**src/rtl/sbh_pkg.sv**
```systemverilog
// ----------------------------------------------------------------------------
// sbh_pkg
// Shared types, codes and helpers for the serial bootloader host engine.
// ----------------------------------------------------------------------------
package sbh_pkg;

    localparam int MaxBlock  = 256;
    localparam int MaxRes    = 6;

    localparam logic [7:0] ACK_BYTE  = 8'h79;
    localparam logic [7:0] NACK_BYTE = 8'h1F;

    localparam logic [1:0] F_TICK    = 2'd0;
    localparam logic [1:0] F_RXBYTE  = 2'd1;
    localparam logic [1:0] F_START   = 2'd2;
    localparam logic [1:0] F_PAYLOAD = 2'd3;

    localparam logic [2:0] OP_SYNC  = 3'd0;
    localparam logic [2:0] OP_GETID = 3'd1;
    localparam logic [2:0] OP_ERASE = 3'd2;
    localparam logic [2:0] OP_WRITE = 3'd3;
    localparam logic [2:0] OP_READ  = 3'd4;
    localparam logic [2:0] OP_GO    = 3'd5;

    localparam logic [1:0] K_TX   = 2'd0;
    localparam logic [1:0] K_DATA = 2'd1;
    localparam logic [1:0] K_FIN  = 2'd2;

    localparam logic [1:0] ST_OK      = 2'd0;
    localparam logic [1:0] ST_NACK    = 2'd1;
    localparam logic [1:0] ST_TIMEOUT = 2'd2;
    localparam logic [1:0] ST_BADLEN  = 2'd3;

    localparam logic [1:0] REG_TIMEOUT = 2'd0;
    localparam logic [1:0] REG_ERASE   = 2'd1;
    localparam logic [1:0] REG_IDBYTE  = 2'd2;

    typedef enum logic [10:0] {
        PH_IDLE      = 11'b00000000001,
        PH_ACK_CMD   = 11'b00000000010,
        PH_ACK_ADDR  = 11'b00000000100,
        PH_ACK_ERASE = 11'b00000001000,
        PH_ACK_BLOCK = 11'b00000010000,
        PH_ACK_READN = 11'b00000100000,
        PH_ACK_ID    = 11'b00001000000,
        PH_ID_LEN    = 11'b00010000000,
        PH_ID_DATA   = 11'b00100000000,
        PH_PAYLOAD   = 11'b01000000000,
        PH_READ_DATA = 11'b10000000000
    } sbh_phase_t;

    typedef struct packed {
        logic [15:0] timeout;
        logic [15:0] erase_timeout;
        logic [15:0] id_timeout;
    } sbh_cfg_t;

    typedef struct packed {
        logic [2:0]                n;
        logic [MaxRes-1:0][1:0]    kind;
        logic [MaxRes-1:0][7:0]    data;
        logic [1:0]                status;
        logic [15:0]               chip_id;
    } sbh_desc_t;

    function automatic logic [7:0] cmd_code(input logic [2:0] op);
        logic [7:0] c;
        case (op)
            OP_SYNC:  c = 8'h7F;
            OP_GETID: c = 8'h02;
            OP_ERASE: c = 8'h44;
            OP_WRITE: c = 8'h31;
            OP_READ:  c = 8'h11;
            default:  c = 8'h21;
        endcase
        return c;
    endfunction

    function automatic sbh_desc_t push(input sbh_desc_t d, input logic [1:0] k,
                                       input logic [7:0] b);
        sbh_desc_t r;
        r = d;
        r.kind[d.n] = k;
        r.data[d.n] = b;
        r.n = d.n + 3'd1;
        return r;
    endfunction

endpackage

```
**src/rtl/serial_bootloader_host_engine.sv**
```systemverilog
// ----------------------------------------------------------------------------
// serial_bootloader_host_engine
// Host side of a serial bootloader link: runs sync, get ID, erase, write,
// read and go operations and streams out the bytes and results.
//
// Channel  Dir  tdata (low bit up)                         tuser  tlast
// s_axis   in   op, target_addr, length, in_byte           func   -
// m_axis   out  out_byte, status, chip_id                  kind   last
// apb      in   timeout, erase timeout, id byte timeout    -      -
//
// The front takes one item per cycle while the queue has room.
// Each item yields 0 to 5 results, sent one per cycle by the back part while the
// output is ready; the drain of those results sets the sustained rate.
// Reset sets idle phase and the default wait limits; there is no clear pass.
// Output stalls hold the head descriptor; the front stalls when both
// queue entries are occupied.
// ----------------------------------------------------------------------------
module serial_bootloader_host_engine (
    input  logic        clk,
    input  logic        rst_n,
    input  logic        s_tvalid,
    output logic        s_tready,
    input  logic [55:0] s_tdata,   // op, target_addr, length, in_byte, zero pad
    input  logic [1:0]  s_tuser,   // func
    output logic        m_tvalid,
    input  logic        m_tready,
    output logic [31:0] m_tdata,   // out_byte, status, chip_id, zero pad
    output logic [1:0]  m_tuser,   // kind
    output logic        m_tlast,
    input  logic        psel,
    input  logic        penable,
    input  logic        pwrite,
    input  logic [3:0]  paddr,
    input  logic [31:0] pwdata,
    output logic [31:0] prdata,
    output logic        pready
);
    import sbh_pkg::*;

    sbh_cfg_t    cfg_reg;
    sbh_desc_t   push_desc;
    sbh_desc_t   head;
    logic        push_valid;
    logic        full;
    logic        not_empty;
    logic        pop;
    logic        in_acc;
    logic [7:0]  out_byte;
    logic [1:0]  status;
    logic [15:0] chip_id;

    assign pready   = 1'b1;
    assign s_tready = !full;
    assign in_acc   = s_tvalid && s_tready;

    always_ff @(posedge clk or negedge rst_n)
    begin
        if (!rst_n)
        begin
            cfg_reg.timeout       <= 16'd1000;
            cfg_reg.erase_timeout <= 16'd8000;
            cfg_reg.id_timeout    <= 16'd300;
        end
        else if (psel && penable && pwrite)
        begin
            case (paddr[3:2])
                REG_TIMEOUT: cfg_reg.timeout       <= pwdata[15:0];
                REG_ERASE:   cfg_reg.erase_timeout <= pwdata[15:0];
                REG_IDBYTE:  cfg_reg.id_timeout    <= pwdata[15:0];
                default:
                begin
                end
            endcase
        end
    end

    always_comb
    begin
        case (paddr[3:2])
            REG_TIMEOUT: prdata = {16'h0000, cfg_reg.timeout};
            REG_ERASE:   prdata = {16'h0000, cfg_reg.erase_timeout};
            REG_IDBYTE:  prdata = {16'h0000, cfg_reg.id_timeout};
            default:     prdata = '0;
        endcase
    end

    sbh_front u_front (
        .clk         (clk),
        .rst_n       (rst_n),
        .cfg         (cfg_reg),
        .in_valid    (in_acc),
        .func        (s_tuser),
        .op          (s_tdata[2:0]),
        .target_addr (s_tdata[34:3]),
        .length      (s_tdata[43:35]),
        .in_byte     (s_tdata[51:44]),
        .push_valid  (push_valid),
        .push_desc   (push_desc)
    );

    sbh_queue u_queue (
        .clk       (clk),
        .rst_n     (rst_n),
        .push      (push_valid),
        .push_desc (push_desc),
        .pop       (pop),
        .full      (full),
        .not_empty (not_empty),
        .head      (head)
    );

    sbh_back u_back (
        .clk        (clk),
        .rst_n      (rst_n),
        .head_valid (not_empty),
        .head       (head),
        .pop        (pop),
        .out_valid  (m_tvalid),
        .out_ready  (m_tready),
        .kind       (m_tuser),
        .out_byte   (out_byte),
        .status     (status),
        .chip_id    (chip_id),
        .last       (m_tlast)
    );

    assign m_tdata = {6'b000000, chip_id, status, out_byte};

endmodule

```
**src/rtl/sbh_front.sv**
```systemverilog
// ----------------------------------------------------------------------------
// sbh_front
// Accepts input items, runs the protocol state and builds one result
// descriptor per item that yields results; items with none push nothing.
// ----------------------------------------------------------------------------
module sbh_front (
    input  logic              clk,
    input  logic              rst_n,
    input  sbh_pkg::sbh_cfg_t cfg,
    input  logic              in_valid,
    input  logic [1:0]        func,
    input  logic [2:0]        op,
    input  logic [31:0]       target_addr,
    input  logic [8:0]        length,
    input  logic [7:0]        in_byte,
    output logic              push_valid,
    output sbh_pkg::sbh_desc_t push_desc
);
    import sbh_pkg::*;

    sbh_phase_t  phase_reg, phase_next;
    logic [2:0]  op_reg, op_next;
    logic [31:0] addr_reg, addr_next;
    logic [8:0]  count_reg, count_next;
    logic [8:0]  idx_reg, idx_next;
    logic [7:0]  xor_reg, xor_next;
    logic [16:0] wait_reg, wait_next;
    logic [8:0]  idrem_reg, idrem_next;
    logic [15:0] idhold_reg, idhold_next;

    always_comb
    begin
        sbh_desc_t  d;
        logic [7:0] n8;
        logic [7:0] ax;
        d = '0;
        n8 = 8'(count_reg - 9'd1);
        ax = addr_reg[31:24] ^ addr_reg[23:16] ^ addr_reg[15:8] ^ addr_reg[7:0];
        phase_next = phase_reg;
        op_next = op_reg;
        addr_next = addr_reg;
        count_next = count_reg;
        idx_next = idx_reg;
        xor_next = xor_reg;
        wait_next = wait_reg;
        idrem_next = idrem_reg;
        idhold_next = idhold_reg;
        case (func)
            F_TICK:
            begin
                if (phase_reg != PH_IDLE && phase_reg != PH_PAYLOAD)
                begin
                    if (wait_reg <= 17'd1)
                    begin
                        wait_next = '0;
                        d = push(d, K_FIN, 8'h00);
                        d.status = ST_TIMEOUT;
                        phase_next = PH_IDLE;
                    end
                    else
                    begin
                        wait_next = wait_reg - 17'd1;
                    end
                end
            end
            F_RXBYTE:
            begin
                unique case (phase_reg)
                    PH_ACK_CMD, PH_ACK_ADDR, PH_ACK_ERASE, PH_ACK_BLOCK,
                    PH_ACK_READN, PH_ACK_ID:
                    begin
                        if (in_byte == NACK_BYTE)
                        begin
                            d = push(d, K_FIN, 8'h00);
                            d.status = ST_NACK;
                            phase_next = PH_IDLE;
                        end
                        else if (in_byte == ACK_BYTE)
                        begin
                            if (phase_reg == PH_ACK_CMD)
                            begin
                                if (op_reg == OP_SYNC)
                                begin
                                    d = push(d, K_FIN, 8'h00);
                                    phase_next = PH_IDLE;
                                end
                                else if (op_reg == OP_GETID)
                                begin
                                    phase_next = PH_ID_LEN;
                                    wait_next = {1'b0, cfg.id_timeout};
                                end
                                else if (op_reg == OP_ERASE)
                                begin
                                    d = push(d, K_TX, 8'hFF);
                                    d = push(d, K_TX, 8'hFF);
                                    d = push(d, K_TX, 8'h00);
                                    phase_next = PH_ACK_ERASE;
                                    wait_next = {1'b0, cfg.erase_timeout};
                                end
                                else
                                begin
                                    d = push(d, K_TX, addr_reg[31:24]);
                                    d = push(d, K_TX, addr_reg[23:16]);
                                    d = push(d, K_TX, addr_reg[15:8]);
                                    d = push(d, K_TX, addr_reg[7:0]);
                                    d = push(d, K_TX, ax);
                                    phase_next = PH_ACK_ADDR;
                                    wait_next = {1'b0, cfg.timeout};
                                end
                            end
                            else if (phase_reg == PH_ACK_ADDR)
                            begin
                                if (op_reg == OP_WRITE)
                                begin
                                    d = push(d, K_TX, n8);
                                    xor_next = n8;
                                    idx_next = '0;
                                    phase_next = PH_PAYLOAD;
                                end
                                else if (op_reg == OP_READ)
                                begin
                                    d = push(d, K_TX, n8);
                                    d = push(d, K_TX, ~n8);
                                    phase_next = PH_ACK_READN;
                                    wait_next = {1'b0, cfg.timeout};
                                end
                                else
                                begin
                                    d = push(d, K_FIN, 8'h00);
                                    phase_next = PH_IDLE;
                                end
                            end
                            else if (phase_reg == PH_ACK_READN)
                            begin
                                idx_next = '0;
                                phase_next = PH_READ_DATA;
                                wait_next = {1'b0, cfg.timeout};
                            end
                            else
                            begin
                                d = push(d, K_FIN, 8'h00);
                                if (op_reg == OP_GETID)
                                begin
                                    d.chip_id = idhold_reg;
                                end
                                phase_next = PH_IDLE;
                            end
                        end
                    end
                    PH_ID_LEN:
                    begin
                        idrem_next = {1'b0, in_byte} + 9'd1;
                        idx_next = '0;
                        phase_next = PH_ID_DATA;
                        wait_next = {1'b0, cfg.id_timeout};
                    end
                    PH_ID_DATA:
                    begin
                        if (idx_reg == 9'd0)
                        begin
                            idhold_next = {in_byte, idhold_reg[7:0]};
                        end
                        else if (idx_reg == 9'd1)
                        begin
                            idhold_next = {idhold_reg[15:8], in_byte};
                        end
                        if (idx_reg != 9'd511)
                        begin
                            idx_next = idx_reg + 9'd1;
                        end
                        idrem_next = idrem_reg - 9'd1;
                        if (idrem_reg == 9'd1)
                        begin
                            phase_next = PH_ACK_ID;
                            wait_next = {1'b0, cfg.timeout};
                        end
                        else
                        begin
                            wait_next = {1'b0, cfg.id_timeout};
                        end
                    end
                    PH_READ_DATA:
                    begin
                        d = push(d, K_DATA, in_byte);
                        idx_next = idx_reg + 9'd1;
                        if (idx_reg + 9'd1 >= count_reg)
                        begin
                            d = push(d, K_FIN, 8'h00);
                            phase_next = PH_IDLE;
                        end
                    end
                    default:
                    begin
                    end
                endcase
            end
            F_START:
            begin
                if (phase_reg == PH_IDLE && op <= OP_GO)
                begin
                    op_next = op;
                    addr_next = target_addr;
                    count_next = length;
                    idx_next = '0;
                    xor_next = '0;
                    if ((op == OP_WRITE || op == OP_READ) &&
                        (length == 9'd0 || 32'(length) > MaxBlock))
                    begin
                        d = push(d, K_FIN, 8'h00);
                        d.status = ST_BADLEN;
                    end
                    else
                    begin
                        if (op == OP_GETID)
                        begin
                            idhold_next = '0;
                            idrem_next = '0;
                        end
                        d = push(d, K_TX, cmd_code(op));
                        if (op != OP_SYNC)
                        begin
                            d = push(d, K_TX, ~cmd_code(op));
                        end
                        phase_next = PH_ACK_CMD;
                        wait_next = {1'b0, cfg.timeout};
                    end
                end
            end
            default:
            begin
                if (phase_reg == PH_PAYLOAD)
                begin
                    d = push(d, K_TX, in_byte);
                    xor_next = xor_reg ^ in_byte;
                    idx_next = idx_reg + 9'd1;
                    if (idx_reg + 9'd1 >= count_reg)
                    begin
                        d = push(d, K_TX, xor_reg ^ in_byte);
                        phase_next = PH_ACK_BLOCK;
                        wait_next = {cfg.timeout, 1'b0};
                    end
                end
            end
        endcase
        push_desc = d;
    end

    assign push_valid = in_valid && (push_desc.n != 3'd0);

    always_ff @(posedge clk or negedge rst_n)
    begin
        if (!rst_n)
        begin
            phase_reg  <= PH_IDLE;
            op_reg     <= '0;
            addr_reg   <= '0;
            count_reg  <= '0;
            idx_reg    <= '0;
            xor_reg    <= '0;
            wait_reg   <= '0;
            idrem_reg  <= '0;
            idhold_reg <= '0;
        end
        else if (in_valid)
        begin
            phase_reg  <= phase_next;
            op_reg     <= op_next;
            addr_reg   <= addr_next;
            count_reg  <= count_next;
            idx_reg    <= idx_next;
            xor_reg    <= xor_next;
            wait_reg   <= wait_next;
            idrem_reg  <= idrem_next;
            idhold_reg <= idhold_next;
        end
    end

endmodule

```
**src/rtl/sbh_queue.sv**
```systemverilog
// ----------------------------------------------------------------------------
// sbh_queue
// Two-entry descriptor queue between the front and back parts.
// ----------------------------------------------------------------------------
module sbh_queue (
    input  logic               clk,
    input  logic               rst_n,
    input  logic               push,
    input  sbh_pkg::sbh_desc_t push_desc,
    input  logic               pop,
    output logic               full,
    output logic               not_empty,
    output sbh_pkg::sbh_desc_t head
);
    import sbh_pkg::*;

    sbh_desc_t  slot_reg [2];
    logic       wr_ptr_reg;
    logic       rd_ptr_reg;
    logic [1:0] count_reg;

    assign full      = (count_reg == 2'd2);
    assign not_empty = (count_reg != 2'd0);
    assign head      = slot_reg[rd_ptr_reg];

    always_ff @(posedge clk)
    begin
        if (push)
        begin
            slot_reg[wr_ptr_reg] <= push_desc;
        end
    end

    always_ff @(posedge clk or negedge rst_n)
    begin
        if (!rst_n)
        begin
            wr_ptr_reg <= 1'b0;
            rd_ptr_reg <= 1'b0;
            count_reg  <= '0;
        end
        else
        begin
            if (push)
            begin
                wr_ptr_reg <= ~wr_ptr_reg;
            end
            if (pop)
            begin
                rd_ptr_reg <= ~rd_ptr_reg;
            end
            count_reg <= count_reg + {1'b0, push} - {1'b0, pop};
        end
    end

    a_no_overflow: assert property (@(posedge clk) disable iff (!rst_n)
        !(push && full && !pop)) else $error("queue overflow");
    a_no_underflow: assert property (@(posedge clk) disable iff (!rst_n)
        !(pop && !not_empty)) else $error("queue underflow");
    a_count_range: assert property (@(posedge clk) disable iff (!rst_n)
        count_reg != 2'd3) else $error("queue count out of range");

endmodule

```
**src/rtl/sbh_back.sv**
```systemverilog
// ----------------------------------------------------------------------------
// sbh_back
// Walks the head descriptor and presents its result items one per cycle while the output is ready.
// ----------------------------------------------------------------------------
module sbh_back (
    input  logic               clk,
    input  logic               rst_n,
    input  logic               head_valid,
    input  sbh_pkg::sbh_desc_t head,
    output logic               pop,
    output logic               out_valid,
    input  logic               out_ready,
    output logic [1:0]         kind,
    output logic [7:0]         out_byte,
    output logic [1:0]         status,
    output logic [15:0]        chip_id,
    output logic               last
);
    import sbh_pkg::*;

    logic [2:0] idx_reg;
    logic [2:0] idx_next;
    logic       is_fin;

    assign out_valid = head_valid;
    assign kind      = head.kind[idx_reg];
    assign out_byte  = head.data[idx_reg];
    assign is_fin    = (kind == K_FIN);
    assign status    = is_fin ? head.status : ST_OK;
    assign chip_id   = is_fin ? head.chip_id : 16'h0000;
    assign last      = (idx_reg + 3'd1 == head.n);
    assign pop       = out_valid && out_ready && last;
    assign idx_next  = pop ? 3'd0 : idx_reg + 3'd1;

    always_ff @(posedge clk or negedge rst_n)
    begin
        if (!rst_n)
        begin
            idx_reg <= '0;
        end
        else if (out_valid && out_ready)
        begin
            idx_reg <= idx_next;
        end
    end

endmodule

```
**config.mk**
```make
export PLATFORM = sky130hd
export DESIGN_NAME = serial_bootloader_host_engine
export DESIGN_NICKNAME = d
export VERILOG_FILES = /design/src/rtl/sbh_pkg.sv /design/src/rtl/serial_bootloader_host_engine.sv /design/src/rtl/sbh_front.sv /design/src/rtl/sbh_queue.sv /design/src/rtl/sbh_back.sv
export SDC_FILE = /design/constraint.sdc
export NUM_CORES = 1
export LEC_CHECK = 0
export BUFFER_PORTS_ARGS = -buffer_cell sky130_fd_sc_hd__buf_2
export CAP_MARGIN = 10
export CORE_ASPECT_RATIO = 1.2
export CORE_MARGIN = 2
export CORE_UTILIZATION = 40
export DETAILED_ROUTE_END_ITERATION = 10
export MAX_ROUTING_LAYER = met4
export PLACE_DENSITY_LB_ADDON = 0.2
export SLEW_MARGIN = 10
export SYNTH_ARGS = -nofsm -noshare
export SYNTH_HDL_FRONTEND = slang
export SYNTH_SLANG_ARGS = --single-unit
export TNS_END_PERCENT = 30
```
**constraint.sdc**
```tcl
create_clock -name clk -period 6.35 [get_ports clk]
set_input_delay 0.635 -clock clk [delete_from_list [all_inputs] [get_ports clk]]
set_output_delay 0.635 -clock clk [all_outputs]
set_load 0.05 [all_outputs]
```
* Word level (Yosys, flattened, before mapping)
Memories as Yosys holds them, arrays and structs flattened. Index checks and enable logic that the tools add are counted.
Word-level totals: register bits after elaboration 169, bits in writable memories 162, bits of input ports 101, output and inout port bits 70, logic and storage cells 248, memories 1
Operators by class: add/sub/neg operators 8, $lt $le $gt $ge 5, equal/unequal tests 64, muxes and demuxes 107, bitwise gates (word level) 9, reduce and logical (&&, ||, !) cells 37
Memory list:
- u_queue.slot_reg | depth 2, width 81, read ports 1, clocked after Yosys merged registers in 0, wr ports 1, line sbh_queue.sv:17 | sbh_desc_t slot_reg [2];
Operators with widths (count):
- $mux 81 | 12
- $mux 80 | 4
- $mux 17 | 15
- $pmux 81 s3 | 1
- $mux 11 | 16
- $pmux 81 s2 | 1
- $mux 79 | 2
- $mux 16 | 9
- $mux 8 | 14
- $mux 9 | 12
- $pmux 17 s3 | 2
- $pmux 16 s3 | 1
- $pmux 11 s4 | 1
- $pmux 9 s2 | 2
- $pmux 9 s4 | 1
- $pmux 7 s5 | 1
- $pmux 11 s3 | 1
- $pmux 16 s2 | 1
- $xor 8x8->8 | 4
- $pmux 9 s3 | 1
- $bmux 8 s3 | 1
- $pmux 8 s3 | 1
- $reduce_and 11->1 | 2
- $eq 9x1->1 const B | 2
- other kinds (69) | 123

* Longest topological paths before layout
word-level depth 15, gate-level depth with buffers 16, depth with buffers taken out 16

* By module
Synthesis repeated with hierarchy kept, for this count alone.
Unflattened totals: cell total of the unflattened synthesis 1670, area total of the unflattened synthesis 18845.6 um^2
Modules (own cells, without submodules):
- sbh_front | instances 1, cells each 1119, area an instance 9051.2 um^2
- sbh_queue | instances 1, cells each 267, area an instance 6443.7 um^2
- serial_bootloader_host_engine | instances 1, cells each 186, area an instance 2407.3 um^2
- sbh_back | instances 1, cells each 98, area an instance 943.4 um^2

* Worst setup path after synthesis
No wires, ideal clock.
path kind register to register, from reg u_front.idx_reg[0], to mem u_queue.slot_reg[0][0] in the netlist's numbering, enable pin, data arrival time 5404 ps, required time 5864 ps, slack 460 ps, stages on the path, launching flop included 14, buffers on the path 0, period minus slack after synthesis 5890 ps, cell sequence dfrtp_1 ha_1 nand3_1 or2_2 nor2_1 ha_1 ha_1 a211oi_1 nand2_1 a211oi_1 o21ai_0 nand3_1 o41ai_4 nor2_1
On the way: word-level cells in the longest chain between the ends 9, elaborated cells on any way between the ends 11
RTL lines:
- start: declaration | line sbh_front.sv:25 | logic [8:0] idx_reg, idx_next;
- start signal: assignment | line sbh_front.sv:270 | idx_reg <= idx_next;
- $add 9x1->9 (*) | line sbh_front.sv:186, sbh_front.sv:236
- $ge 9x9->1 (*) | line sbh_front.sv:186, sbh_front.sv:236
- $mux 80 (on tied branches) | line sbh_front.sv:186, sbh_front.sv:236
- $pmux 81 s2 / $mux 81 (equally long branches) | line sbh_front.sv:68, sbh_front.sv:231
- $pmux 81 s3 (*) | line sbh_front.sv:48 | case (func)
- $reduce_bool 3->1 (*) | line sbh_front.sv:248 | assign push_valid = in_valid && (push_desc.n != 3'd0);
- $logic_and 1x1->1 (*) | line sbh_front.sv:248
- $mux 1 (*) | line sbh_queue.sv:28 | if (push)
- $mux 1 (not written as such) (*) | line sbh_queue.sv:30 | slot_reg[wr_ptr_reg] <= push_desc;
- end: declaration | line sbh_queue.sv:17
Every way passes the cells marked *; elsewhere a longest branch is shown, timed or not.

* Worst setup path in the final report
from reg u_front.idx_reg[0], to mem u_queue.slot_reg[0][52] in the netlist's numbering, enable pin
The elaborated chain is that of the path after synthesis.

==> impl_results.html <==
<table>
<tr><th>Metric</th><th>Value</th></tr>
<tr><th colspan="2">STA</th></tr>
<tr><td>Worst-Margin Slew</td><td>1243 ps</td></tr>
<tr><td>Max-slew violations</td><td>0</td></tr>
<tr><td>Worst setup skew after layout</td><td>20.89 ps</td></tr>
<tr><td>Final Worst Setup Slack</td><td>1469 ps</td></tr>
<tr><td>Total Neg Setup Slack</td><td>0 ps</td></tr>
<tr><td>Period utilization</td><td>0.7686</td></tr>
<tr><td>Maximum clock rate</td><td>0.2049 GHz</td></tr>
<tr><td>Final-report hold violation count</td><td>0</td></tr>
<tr><td>Total of endpoints with negative setup slack in the final report</td><td>0</td></tr>
<tr><td>Relative slew slack</td><td>0.1712</td></tr>
<tr><td>Post-route worst hold slack</td><td>327.2 ps</td></tr>
<tr><td>RSZ-0062 raised after global routing</td><td>false</td></tr>
<tr><td>Clock period minus final worst setup slack</td><td>4881 ps</td></tr>
<tr><th colspan="2">Floorplanning</th></tr>
<tr><td>Starting density of the core</td><td>0.4040</td></tr>
<tr><td>Width of the die</td><td>188.9 um</td></tr>
<tr><td>Number of rows in the core area</td><td>81</td></tr>
<tr><td>Die Area</td><td>42690 sq um</td></tr>
<tr><td>Core ar.</td><td>40640 sq um</td></tr>
<tr><td>Vert. Die Dim</td><td>225.9 um</td></tr>
<tr><td>I/O Pins</td><td>171</td></tr>
<tr><th colspan="2">Place</th></tr>
<tr><td>Cell count after placement</td><td>2120</td></tr>
<tr><td>HPWL after detailed placement</td><td>30.92 mm</td></tr>
<tr><td>Pre-CTS setup slack</td><td>1439 ps</td></tr>
<tr><td>Input/output buffers</td><td>125</td></tr>
<tr><td>Final RePlAce weighted congestion</td><td>0.9078</td></tr>
<tr><th colspan="2">Setup path</th></tr>
<tr><td>Crit path top cell by count</td><td>ha_1</td></tr>
<tr><td>Worst path cell trace</td><td>ha_1 -&gt; nand3_1 -&gt; or2_2 -&gt; nor2_1 -&gt; ha_1 -&gt; ha_1 -&gt; a211oi_1 -&gt; nand2_1 -&gt; a211oi_1 -&gt; o21ai_0 -&gt; nand3_1 -&gt; o41ai_4 -&gt; nor2_4 -&gt; buf_4</td></tr>
<tr><td>Required time of the worst setup path</td><td>6520 ps</td></tr>
<tr><td>Dominant delay contributor by cell family on the critical path</td><td>simple AND/OR/NAND/NOR gates</td></tr>
<tr><td>Critical path buffers and inverters</td><td>1</td></tr>
<tr><td>Worst Path Max Fanout</td><td>43</td></tr>
<tr><td>Worst setup path startpoint</td><td>u_front.idx_reg[0]$_DFFE_PN0P_</td></tr>
<tr><td>Category of the critical setup timing path</td><td>flop to flop</td></tr>
<tr><td>Delay contributed by the slowest stage of the critical path</td><td>660 ps</td></tr>
<tr><td>Arrival time reported for the critical path endpoint</td><td>5050 ps</td></tr>
<tr><td>Critical-path top delay cell</td><td>a211oi_1</td></tr>
<tr><td>Endpoint class of the critical path</td><td>flop</td></tr>
<tr><td>Startpoint type of the worst setup path</td><td>flop</td></tr>
<tr><td>Reg2Reg Launch Point</td><td>u_front.idx_reg[0]$_DFFE_PN0P_</td></tr>
<tr><th colspan="2">Synth</th></tr>
<tr><td>EDFF count, synth</td><td>128</td></tr>
<tr><td>Cell taking the most area after synthesis</td><td>edfxtp_1</td></tr>
<tr><td>Unique masters post-synth</td><td>83</td></tr>
<tr><td>Predominant post-synthesis flop cell</td><td>dfrtp_1</td></tr>
<tr><td>Biggest area contributors in the synthesized netlist</td><td>edfxtp_1 (23%), dfrtp_1 (23%), mux2_2 (6.2%)</td></tr>
<tr><td>Area share of the largest cell type after synthesis</td><td>0.2341</td></tr>
<tr><td>Synthesis-stage register bit count</td><td>297</td></tr>
<tr><td>Portion of the post-synthesis area used by sequential elements</td><td>0.4930</td></tr>
<tr><td>Share of flip-flops with an asynchronous set or reset</td><td>0.5690</td></tr>
<tr><td>Library cell with the highest instance count after synthesis</td><td>dfrtp_1</td></tr>
<tr><td>Synth cell count leaders</td><td>dfrtp_1 (152), nand2_1 (146), edfxtp_1 (128), nor2_1 (117), o21ai_0 (117)</td></tr>
<tr><td>Post-synthesis cell count</td><td>1536</td></tr>
<tr><td>Area of the mapped netlist</td><td>16420 sq um</td></tr>
<tr><td>Synth Warn #</td><td>0</td></tr>
<tr><td>Average footprint of a synthesized cell</td><td>10.69 sq um</td></tr>
<tr><th colspan="2">Power</th></tr>
<tr><td>Largest voltage drop on the vdd net</td><td>0.2482 mV</td></tr>
<tr><td>Total power divided by cell area</td><td>422.4 nW/um^2</td></tr>
<tr><td>Leakage Power</td><td>7.477 nW</td></tr>
<tr><td>Post-layout power</td><td>7.875 mW</td></tr>
<tr><th colspan="2">Layout</th></tr>
<tr><td>Final Instance Count excl. Fillers</td><td>2188</td></tr>
<tr><td>Layout-stage area growth over the synthesis result</td><td>13.56%</td></tr>
<tr><td>Net count of the finished layout</td><td>1748</td></tr>
<tr><td>Number of fill cells in the layout</td><td>3830</td></tr>
<tr><td>Share of post-route cells with drive strength above 1</td><td>0.2157</td></tr>
<tr><td>Max FFs per register</td><td>128</td></tr>
<tr><th colspan="2">Clocking</th></tr>
<tr><td>Clock Pin Slew Worst Setup and Hold Paths</td><td>60 ps</td></tr>
<tr><td>Buffer type at the clock tree root</td><td>clkbuf_16</td></tr>
<tr><td>Clock H-tree levels</td><td>2</td></tr>
<tr><td>TritonCTS clock tree</td><td>done</td></tr>
<tr><td>Inserted Clock Buffers</td><td>35</td></tr>
<tr><td>Maximum clock insertion buffer count</td><td>3</td></tr>
<tr><td>CTS sink count</td><td>297</td></tr>
<tr><td>Clock insertion delay at the later pin of the skew report</td><td>540 ps</td></tr>
<tr><th colspan="2">Global route</th></tr>
<tr><td>Final global-route overflow total</td><td>0</td></tr>
<tr><td>Number of global-route vias before repair</td><td>12210</td></tr>
<tr><td>Most utilized layer in the global route result</td><td>met2</td></tr>
<tr><td>Met3 Track Usage GR</td><td>0.02953</td></tr>
<tr><td>GR Util met2</td><td>0.3584</td></tr>
<tr><td>Maximum number of pins on one net before global-route repair</td><td>137</td></tr>
<tr><td>Global Route met1 Usage</td><td>0.2484</td></tr>
<tr><td>Antenna violations before repair</td><td>3</td></tr>
<tr><td>Global Route Usage Sum</td><td>0.2126</td></tr>
<tr><td>Global-route wire length before repair</td><td>68.44 mm</td></tr>
<tr><th colspan="2">Detailed routing</th></tr>
<tr><td>Post-detailed-routing wire length</td><td>43.82 mm</td></tr>
<tr><td>First DRT Iteration DRCs</td><td>652</td></tr>
<tr><td>Via-per-instance ratio</td><td>5.545</td></tr>
<tr><td>Via count</td><td>12130</td></tr>
<tr><td>Number of iterations in the first detailed-routing pass</td><td>7</td></tr>
<tr><td>Post-route antenna net violation count</td><td>0</td></tr>
<tr><td>Number of design rule violations left after detail routing</td><td>0</td></tr>
<tr><td>Routed length per instance</td><td>20.03 um</td></tr>
<tr><th colspan="2">Run status</th></tr>
<tr><td>Result of the run</td><td>completed</td></tr>
<tr><th colspan="2">Worst hold path</th></tr>
<tr><td>Class of the most critical hold timing path</td><td>input port to flop</td></tr>
<tr><td>Hold path startpoint</td><td>s_tdata[30]</td></tr>
<tr><th colspan="2">Run</th></tr>
<tr><td>Max-cap violations</td><td>0</td></tr>
</table>
-- worst paths after layout --
| kind | to | slack, ps | cells after the start |
|---|---|---|---|
| min in group asynchronous | u_front.idhold_reg[12]$_DFFE_PN0P_ | 570 | 2 |
| worst min register to register | u_front.idhold_reg[14]$_DFFE_PN0P_ | 470 | 2 |
| max in group asynchronous | u_front.addr_reg[12]$_DFFE_PN0P_ | 4630 | 3 |
| worst max-delay path | u_queue.slot_reg[0][52]$_DFFE_PP_ | 1470 | 14 |
| worst min-delay path | u_front.addr_reg[27]$_DFFE_PN0P_ | 330 | 2 |
| worst max register to register | u_queue.slot_reg[0][52]$_DFFE_PP_ | 1470 | 14 |
-- timing repair --
| action | 4_1_cts | 5_1_grt |
|---|---|---|
| hold buffers | 1 | 0 |
| setup buffers | 0 | 0 |
| resized for setup | 0 | 0 |
| endpoints found under the hold margin | 5 | 0 |
-- routing by layer --
| metal | wire [um] | vias up |
|---|---|---|
| met2 | 22080 | 337 |
| met4 | 2090 | 0 |
| li1 | - | 5769 |
| met1 | 17750 | 5909 |
| met3 | 1892 | 117 |
| met5 | 0 | - |
-- layout by cell type (no fill, tap or decap), types with 26 or more instances in the layout --
master	Yosys	final
nand2_1	146	146
xnor2_1	61	61
dfrtp_1	152	151
nand3_1	26	26
mux2i_1	59	59
buf_2	8	124
o21ai_0	117	116
nor2_1	117	115
a21oi_1	51	51
mux2_2	90	90
inv_1	42	42
clkbuf_16	0	35
and2_1	39	39
edfxtp_1	128	128
ha_1	28	28
nor3_1	30	28
-- layout make-up --
cell class,count,area (sq um),area share
flip-flops and latches,297,8095,0.4342
multi-input cells,1097,7720,0.4141
clock buffers,45,943.4,0.05060
repair buffers,145,809.5,0.04342
well taps,539,674.4,0.03617
clock inverters,19,232.7,0.01248
inverters,43,161.4,0.008657
diodes,3,7.507,0.0004027
-- stage by stage --
step / util / cell area, sq um
final: 0.4588 / 18640
after detailed placement: 0.4292 / 17440
after global placement: 0.4292 / 17440
after CTS: 0.4584 / 18630
after global routing: 0.4588 / 18640
after floorplan: - / 16500
-- cell families (layout without fill, tap and decap cells) --
family,after synthesis,after routing,share of synthesized area
AO/OA/AOI/OAI,329,329,0.1321
XOR/XNOR,75,75,0.04001
adder cells (fa/ha/maj),28,28,0.02134
buffers and inverters,163,252,0.04435
flip-flops,297,297,0.4930
multiplexers,166,166,0.1210
other,2,26,0.0004574
AND/OR/NAND/NOR,476,476,0.1477
-- report_power, final --
| group | internal, mW | switching, mW |
|---|---|---|
| clock network | 1.26 | 0.798 |
| registers | 2.44 | 0.539 |
| logic | 1.13 | 1.71 |
Power figures use the tool's default switching activity.
